`config.mk`:
```
export PLATFORM = sky130hd
export DESIGN_NAME = mu_law_expand_decoder
export DESIGN_NICKNAME = d
export VERILOG_FILES = /design/src/sv/mle_pkg.sv /design/src/sv/mu_law_expand_decoder.sv
export SDC_FILE = /design/constraint.sdc
export NUM_CORES = 2
export LEC_CHECK = 0
export ABC_AREA = 1
export BUFFER_PORTS_ARGS = -buffer_cell sky130_fd_sc_hd__buf_2
export CORE_MARGIN = 4
export CORE_UTILIZATION = 55
export DETAILED_ROUTE_END_ITERATION = 10
export HOLD_SLACK_MARGIN = 0.08
export PLACE_DENSITY = 0.73
export SLEW_MARGIN = 5
export SYNTH_ARGS = -nofsm -noshare
export SYNTH_HDL_FRONTEND = slang
export SYNTH_SLANG_ARGS = --single-unit
```
`constraint.sdc`:
```
create_clock -name clk_i -period 4.6 [get_ports clk_i]
set_clock_uncertainty 0.05 [all_clocks]
set_input_delay 0.23 -clock clk_i [delete_from_list [all_inputs] [get_ports clk_i]]
set_output_delay 0.23 -clock clk_i [all_outputs]
set_load 0.02 [all_outputs]
```
`src/sv/mle_pkg.sv`:
```
package mle_pkg;

  localparam int unsigned CodeW   = 7;
  localparam int unsigned YW      = 12;   // code placed in q12
  localparam int unsigned CodeSh  = YW - CodeW;
  localparam int unsigned PW      = 13;   // 2^y approximation, 4096..8151
  localparam int unsigned RW      = 20;   // running power, below 2^20
  localparam int unsigned CoefW   = 13;
  localparam int unsigned FracW   = 12;
  localparam int unsigned OutW    = 12;
  localparam int unsigned SegW    = 2;

  // one stage forms 2^y, seven stages raise it to the 8th power
  localparam int unsigned NumMul    = 7;
  localparam int unsigned NumStages = NumMul + 1;
  localparam int unsigned StageW    = $clog2(NumStages);

  localparam logic [RW-1:0] Q12One  = RW'(20'h01000);
  localparam logic [YW-1:0] SegSize = YW'(12'h400);
  // (d * 16) >> 12 is a plain right shift
  localparam int unsigned   OutMul  = 'h10;
  localparam int unsigned   OutSh   = FracW - $clog2(OutMul);

  function automatic logic [CoefW-1:0] seg_slope(input logic [SegW-1:0] seg);
    logic [CoefW-1:0] s;
    unique case (seg)
      2'd0:    s = CoefW'(13'h0C19);
      2'd1:    s = CoefW'(13'h0E66);
      2'd2:    s = CoefW'(13'h1127);
      default: s = CoefW'(13'h145A);
    endcase
    return s;
  endfunction

  function automatic logic [CoefW-1:0] seg_offset(input logic [SegW-1:0] seg);
    logic [CoefW-1:0] o;
    unique case (seg)
      2'd0:    o = CoefW'(13'h1000);
      2'd1:    o = CoefW'(13'h0F6D);
      2'd2:    o = CoefW'(13'h0E0C);
      default: o = CoefW'(13'h0BA6);
    endcase
    return o;
  endfunction

endpackage

```
`src/sv/mu_law_expand_decoder.sv`:
```
// mu-law magnitude expander (mu = 255)
//
// input channel: code_i with valid_i, stall_o; a request is taken on a rising
// edge with valid_i high and stall_o low. output channel: sample_q12_o with
// valid_o, stall_i; a result leaves on an edge with valid_o high, stall_i low.
// every code gives exactly one result, in order.
//
// a request passes eight register stages, and valid_o rises once it reaches
// the last one. one stage forms the piecewise-linear 2^y from a 13x12
// multiply, then seven stages each do one 20x13 multiply and shift to raise
// it to the 8th power; the final subtract and shift is read straight off the
// last stage register.
// throughput: one code per cycle while stall_i is low (pipelined multipliers).
//
// reset clears only the stage valid bits. when the receiver stalls, the last
// stage holds; empty stages further up still fill, so stall_o rises only
// once every stage holds a request.
module mu_law_expand_decoder
  import mle_pkg::*;
(
  input  logic             clk_i,
  input  logic             rst_ni,
  input  logic             valid_i,
  output logic             stall_o,
  input  logic [CodeW-1:0] code_i,
  output logic             valid_o,
  input  logic             stall_i,
  output logic [OutW-1:0]  sample_q12_o
);

  localparam logic [StageW-1:0] Last = StageW'(NumStages - 1);

  logic [NumStages-1:0] v_q;
  logic [NumStages-1:0] en;
  logic [PW-1:0]        p_q [NumStages];
  logic [RW-1:0]        r_q [NumStages];
  logic [PW-1:0]        p_d;
  logic [RW-1:0]        r_d [NumStages];

  // stage enables: a stage may load when it is empty or its content moves on
  always_comb begin
    en[Last] = !v_q[Last] || !stall_i;
    for (int k = NumStages - 2; k >= 0; k--) begin
      en[k] = !v_q[k] || en[k+1];
    end
  end

  assign stall_o = !en[0];

  // 2^y by four linear segments
  logic [YW-1:0]         y;
  logic [SegW-1:0]       seg;
  logic [CoefW+YW-1:0]   prod0;
  logic [PW:0]           psum;

  assign y     = {code_i, CodeSh'(0)};
  assign seg   = y[YW-1 -: SegW];
  assign prod0 = (CoefW+YW)'(seg_slope(seg)) * (CoefW+YW)'(y);
  assign psum  = (PW+1)'(prod0[CoefW+YW-1:FracW]) + (PW+1)'(seg_offset(seg));
  assign p_d   = psum[PW-1:0];

  always_comb begin
    r_d[0] = RW'(p_d);
    for (int k = 1; k < NumStages; k++) begin
      logic [RW+PW-1:0] prod;
      prod   = (RW+PW)'(r_q[k-1]) * (RW+PW)'(p_q[k-1]);
      r_d[k] = prod[RW+FracW-1:FracW];
    end
  end

  always_ff @(posedge clk_i or negedge rst_ni) begin
    if (!rst_ni) begin
      v_q <= '0;
    end else begin
      if (en[0]) begin
        v_q[0] <= valid_i;
      end
      for (int k = 1; k < NumStages; k++) begin
        if (en[k]) begin
          v_q[k] <= v_q[k-1];
        end
      end
    end
  end

  always_ff @(posedge clk_i) begin
    if (en[0] && valid_i) begin
      p_q[0] <= p_d;
      r_q[0] <= r_d[0];
    end
    for (int k = 1; k < NumStages; k++) begin
      if (en[k] && v_q[k-1]) begin
        p_q[k] <= p_q[k-1];
        r_q[k] <= r_d[k];
      end
    end
  end

  // subtract 1.0, scale by 1/256
  logic [RW-1:0] dq;
  assign dq           = r_q[Last] - Q12One;
  assign valid_o      = v_q[Last];
  assign sample_q12_o = dq[OutSh +: OutW];

  a_power_not_below_one: assert property (@(posedge clk_i) disable iff (!rst_ni)
    v_q[Last] |-> r_q[Last] >= Q12One)
    else $error("power stage fell below 1.0");

  a_exp_in_range: assert property (@(posedge clk_i) disable iff (!rst_ni)
    v_q[0] |-> (p_q[0] >= PW'(Q12One)) && (p_q[0] <= PW'(13'd8151)))
    else $error("2^y approximation out of range");

  a_empty_head_takes: assert property (@(posedge clk_i) disable iff (!rst_ni)
    !v_q[0] |-> !stall_o)
    else $error("stall raised with an empty first stage");

  a_bubble_fills: assert property (@(posedge clk_i) disable iff (!rst_ni)
    v_q[0] && !v_q[1] |=> v_q[1])
    else $error("request did not advance into an empty stage");

endmodule
```
# Word-level counts from Yosys, hierarchy flattened
# Memory sizes are Yosys's and may differ from the RTL's.
# Index checks and enable logic that the tools add are counted.
[op_classes]
n_eq_ne = 2
multipliers = 8
n_reduce_logical = 27
mux = 18
addsub = 2
[ops]
columns = ["op", "n"]
rows = [
  ["20-bit by 13-bit multiplier with 32-bit output", 7],
  ["13-bit case mux with 3 select lines", 2],
  ["13-bit by 7-bit multiplier with 20-bit output", 1],
  ["20-bit by 13-bit subtractor with 20-bit output, second input constant", 1],
  ["1-bit 2-to-1 mux", 16],
  ["13-bit adder", 1],
  ["1-bit logical NOT", 10],
  ["1-bit logical AND", 8],
  ["1-bit logical OR", 8],
  ["2-bit by 1-bit equality test with 1-bit output, second input constant", 1],
  ["2-bit equality test, second input constant", 1],
  ["2-bit logical NOT", 1],
]
[word_totals]
output_inout_bits = 14
input_bits = 11
memories = 2
register_bits = 8
ramBits = 264
[mem_list]
columns = ["name", "depth", "word_bits", "rd", "rd_clocked_by_memory_dff", "wr", "line_no", "source"]
rows = [
  ["r_q", 8, 20, 8, 0, 8, "mu_law_expand_decoder.sv:36", "logic [RW-1:0] r_q [NumStages];"],
  ["p_q", 8, 13, 7, 0, 8, "mu_law_expand_decoder.sv:35", "logic [PW-1:0] p_q [NumStages];"],
]

# Depth between registers and ports, before layout
[logic_depth]
ltp_word = 12
ltp_mapped = 32
ltp_nobuf = 30

# Least setup slack after synthesis
# No wires, ideal clock.
[synth_path]
path_type = "input to register"
start = "input port code_i[5]"
end = "memory r_q[0][12], data pin"
path_stages = 31
path_slack_ns = -0.992
arrival_ns = 5.289
setup_ns = 0.252
path_buffers = 2
cell_sequence = "buf_6 -> inv_4 -> ha_1 -> clkbuf_1 -> nor2_1 -> fa_1 -> inv_1 -> fa_1 -> inv_1 -> fa_1 -> fa_1 -> ha_1 -> nand2_1 -> inv_2 -> nand2_1 -> nand2_1 -> nand2_2 -> nand3_2 -> a21boi_1 -> o21ai_1 -> nand2_1 -> nand2_1 -> nand2_1 -> nand2_1 -> ha_1 -> inv_1 -> nor3_1 -> a211oi_1 -> nand2_1 -> nand2_1 -> nand2_1"
[synth_rtl]
columns = ["element", "line_no", "source"]
rows = [
  ["from (decl)", "mu_law_expand_decoder.sv:25", "input logic [CodeW-1:0] code_i,"],
  ["to (decl)", "mu_law_expand_decoder.sv:36", ""],
]

==> out/metrics.yaml <==
floorplan:
  fp.dieH_microns: 346
  rows: 123
  io_pins: 25
  coreArea_sq_mm: 0.113
  initial_utilization_pct: 55.6
  die-area_sq_mm: 0.120
  die_w_microns: 346
global_routing:
  grt_pass1_wl_mm: 287
  overflow: 0
  grt_antenna_before_repair: 0
  grt_pass1_vias: 58800
  grt_max_degree: 34
  grtUsageTotal_pct: 29.0
yosys:
  synth.cell_area_sq_mm: 0.0627
  syn_avg_cell_area_sq_um: 8.10
  synth-simple-area-share_pct: 16.3
  yosysSeqAreaShare_pct: 10.8
  synth_cells: 7743
  async_flop_share_pct: 3.54
  yosys_warnings: 0
  ys.flop_type: "edfxtp_1"
  synth_top_area_share_pct: 40.2
  yosys.area.top_type: "fa_1"
  synth_seq_cells: 226
  synthAdderAreaFrac_pct: 51.5
  synth_mux_area_share_pct: 0
  synth_edf_count: 218
  synth_xor_area_share_pct: 2.08
  synth-compound-area-share_pct: 4.76
  synth_top_family_by_area: "adder cells"
  synth.distinct_cells: 54
  synthTopCellsByArea: "fa_1 40%, inv_1 13%, nand2_1 12%"
  synth_nets: 9583
layout:
  diodes: 0
  drive_gt1_share_pct: 29.4
  layout.cells.most_common_list: "1945 x inv_1, 1793 x nand2_1, 1167 x fa_1"
  fin_util_pct: 73.3
  n_fill_cell: 7389
  final_common_cell: "inv_1"
  multiInputGateArea_sq_mm: 0.0534
  area.sequential_sq_mm: 0.00675
  syn_to_final_growth_pct: 31.9
  nNetsFinal: 10600
min_path:
  min_path_type: "in2reg"
  min_path_cells: 4
routing:
  wl_met2_mm: 94.7
  first_pass_iters: 7
  wl_per_cell_microns: 18.1
  ant_nets: 0
  drc: 0
  avgViaCountPerCell: 5.38
  met1_length_mm: 68.5
  dr.max_layer_used: "met4"
  via_count: 55300
  drt_iter0_markers: 4250
  routed_wl_mm: 186
  dr_wl_met3_mm: 12.2
critical_path:
  worstSetupStartpointType: "register"
  path_max_fanout: 6
  end_kind: "register"
  required_ns: 4.93
  worstSetupPathType: "reg2reg"
  reg2regPathDepth: 19
  cp.arrival_ns: 5.59
sta:
  timing.final.crit_share_pct: 114
  worst_slew_pin_slew_ns: 1.25
  max_slew_margin_pct: 16.6
  rsz0062_at_grt: "true"
  setup_viol: 136
  finalHoldViolCount: 0
  period_needed_ns: 5.26
  max_freq_ghz: 0.190
  fin_ws_ns: -0.664
  slew_viol_final: 0
flow_run:
  drv_cap: 0
placed_design:
  portBuffers: 24
  place_hpwl_mm: 135
  gp_congestion: 0.944
clocking:
  cts_tree: "built"
  cts-buffers-inserted: 31
  cts.sinks: 226
  clk_latency_ns: 0.64
  clock_path_buffers: 3
  h-tree-depth: 1
  clk_pin_slew_worst_paths_ns: 0.06
  cts_root_buffer: "clkbuf_16"
outcome:
  violations: "negative setup slack"
  status: "finished, violations left"
final timing paths:
check,start,to,slack [ns]
max in group asynchronous,rst_ni,v_q[4],3.32
max reg2reg,p_q[5][1],r_q[1][56],-0.66
min reg2reg,v_q[5],v_q[6],0.43
min in group asynchronous,rst_ni,v_q[5],0.74
max,p_q[5][1],r_q[1][56],-0.66
min,code_i[5],r_q[0][0],0.25
cells by family after synthesis:
| family | count (synthesis) |
|---|---|
| buffers and inverters | 2426 |
| adders and majority gates | 1829 |
| and+or+nand+nor | 2587 |
| xor gates and xnor gates | 147 |
| DFF | 226 |
| AOI/OAI and AO/OA | 528 |
synthesized netlist by cell type, drive strengths merged, types with 8 or more instances:
cell and count:
nand4 36, edfxtp 218, a21o 23, o21ai 140, xor2 96, a21oi 265, dfrtp 8, ha 569
clkbuf 264, nor3 46, a31oi 31, xnor2 51, fa 1260, inv 2135, nand2 2099, o21bai 24
o211ai 11, nor4 12, nor2 257, buf 27, o21a 13, nand3 121
what timing repair did:
action / in CTS / in global routing
endpoints found under the setup margin: 135 / 137
pin swaps: 422 / 391
setup buffers: 164 / 105
hold buffers: 4 / 0
hold endpoints to repair: 11 / 0
gates cloned: 5 / 6
resized for setup: 904 / 649
registers in the layout, indices dropped and copies added, names as in the netlist:
| signal | cells |
|---|---|
| r_q | 140 |
| p_q | 78 |
| v_q | 8 |
through the flow:
stage / instances / hold slack, ns / instance area (sq um) / setup TNS (ns) / setup WS [ns]
finish: 10300 / 0.250 / 82700 / -45.30 / -0.664
global route: 10300 / 0.259 / 82700 / -63.99 / -0.760
CTS: 10200 / 0.218 / 79500 / -28.67 / -0.353
detailed placement: 9950 / 0.117 / 73400 / -50.52 / -1.06
global placement: 9950 / 0.119 / 73400 / -43.51 / -0.965
floorplan: 7743 / -0.116 / 65000 / -5.09 / -0.642
routing by layer:
metal / GRT usage (%) / vias up
met1: 35.8 / 27400
met2: 52.6 / 2498
li1: - / 24600
met3: 3.02 / 800
met4: 11.0 / 0
met5: 0 / -
critical path, stage by stage (launching register included):
cell	delay [ns]
edfxtp_1	0.37
buf_12	0.14
buf_12	0.15
buf_6	0.12
nand2_2	0.05
fa_1	0.53
inv_1	0.06
fa_1	0.54
fa_1	0.45
fa_2	0.66
fa_1	0.53
ha_4	0.37
nand2_4	0.08
buf_4	0.16
nor2_2	0.12
nand2_1	0.09
nand2_2	0.15
nand4_1	0.16
nand3_1	0.14
nand2_2	0.07
area by class of cell:
class                           instances  share of cell area (%)
Clock inverter                         23                   0.355
Multi-Input combinational cell       5091                    64.6
Tap cell                             1500                    2.27
Clock buffer                           35                   0.968
Inverter                             2135                    9.71
Timing Repair Buffer                 1269                    14.0
Sequential cell                       226                    8.15
Power is left out: the tool's default activity adds up to more than one toggle a clock period on the data nets, which glitch-free logic cannot reach.
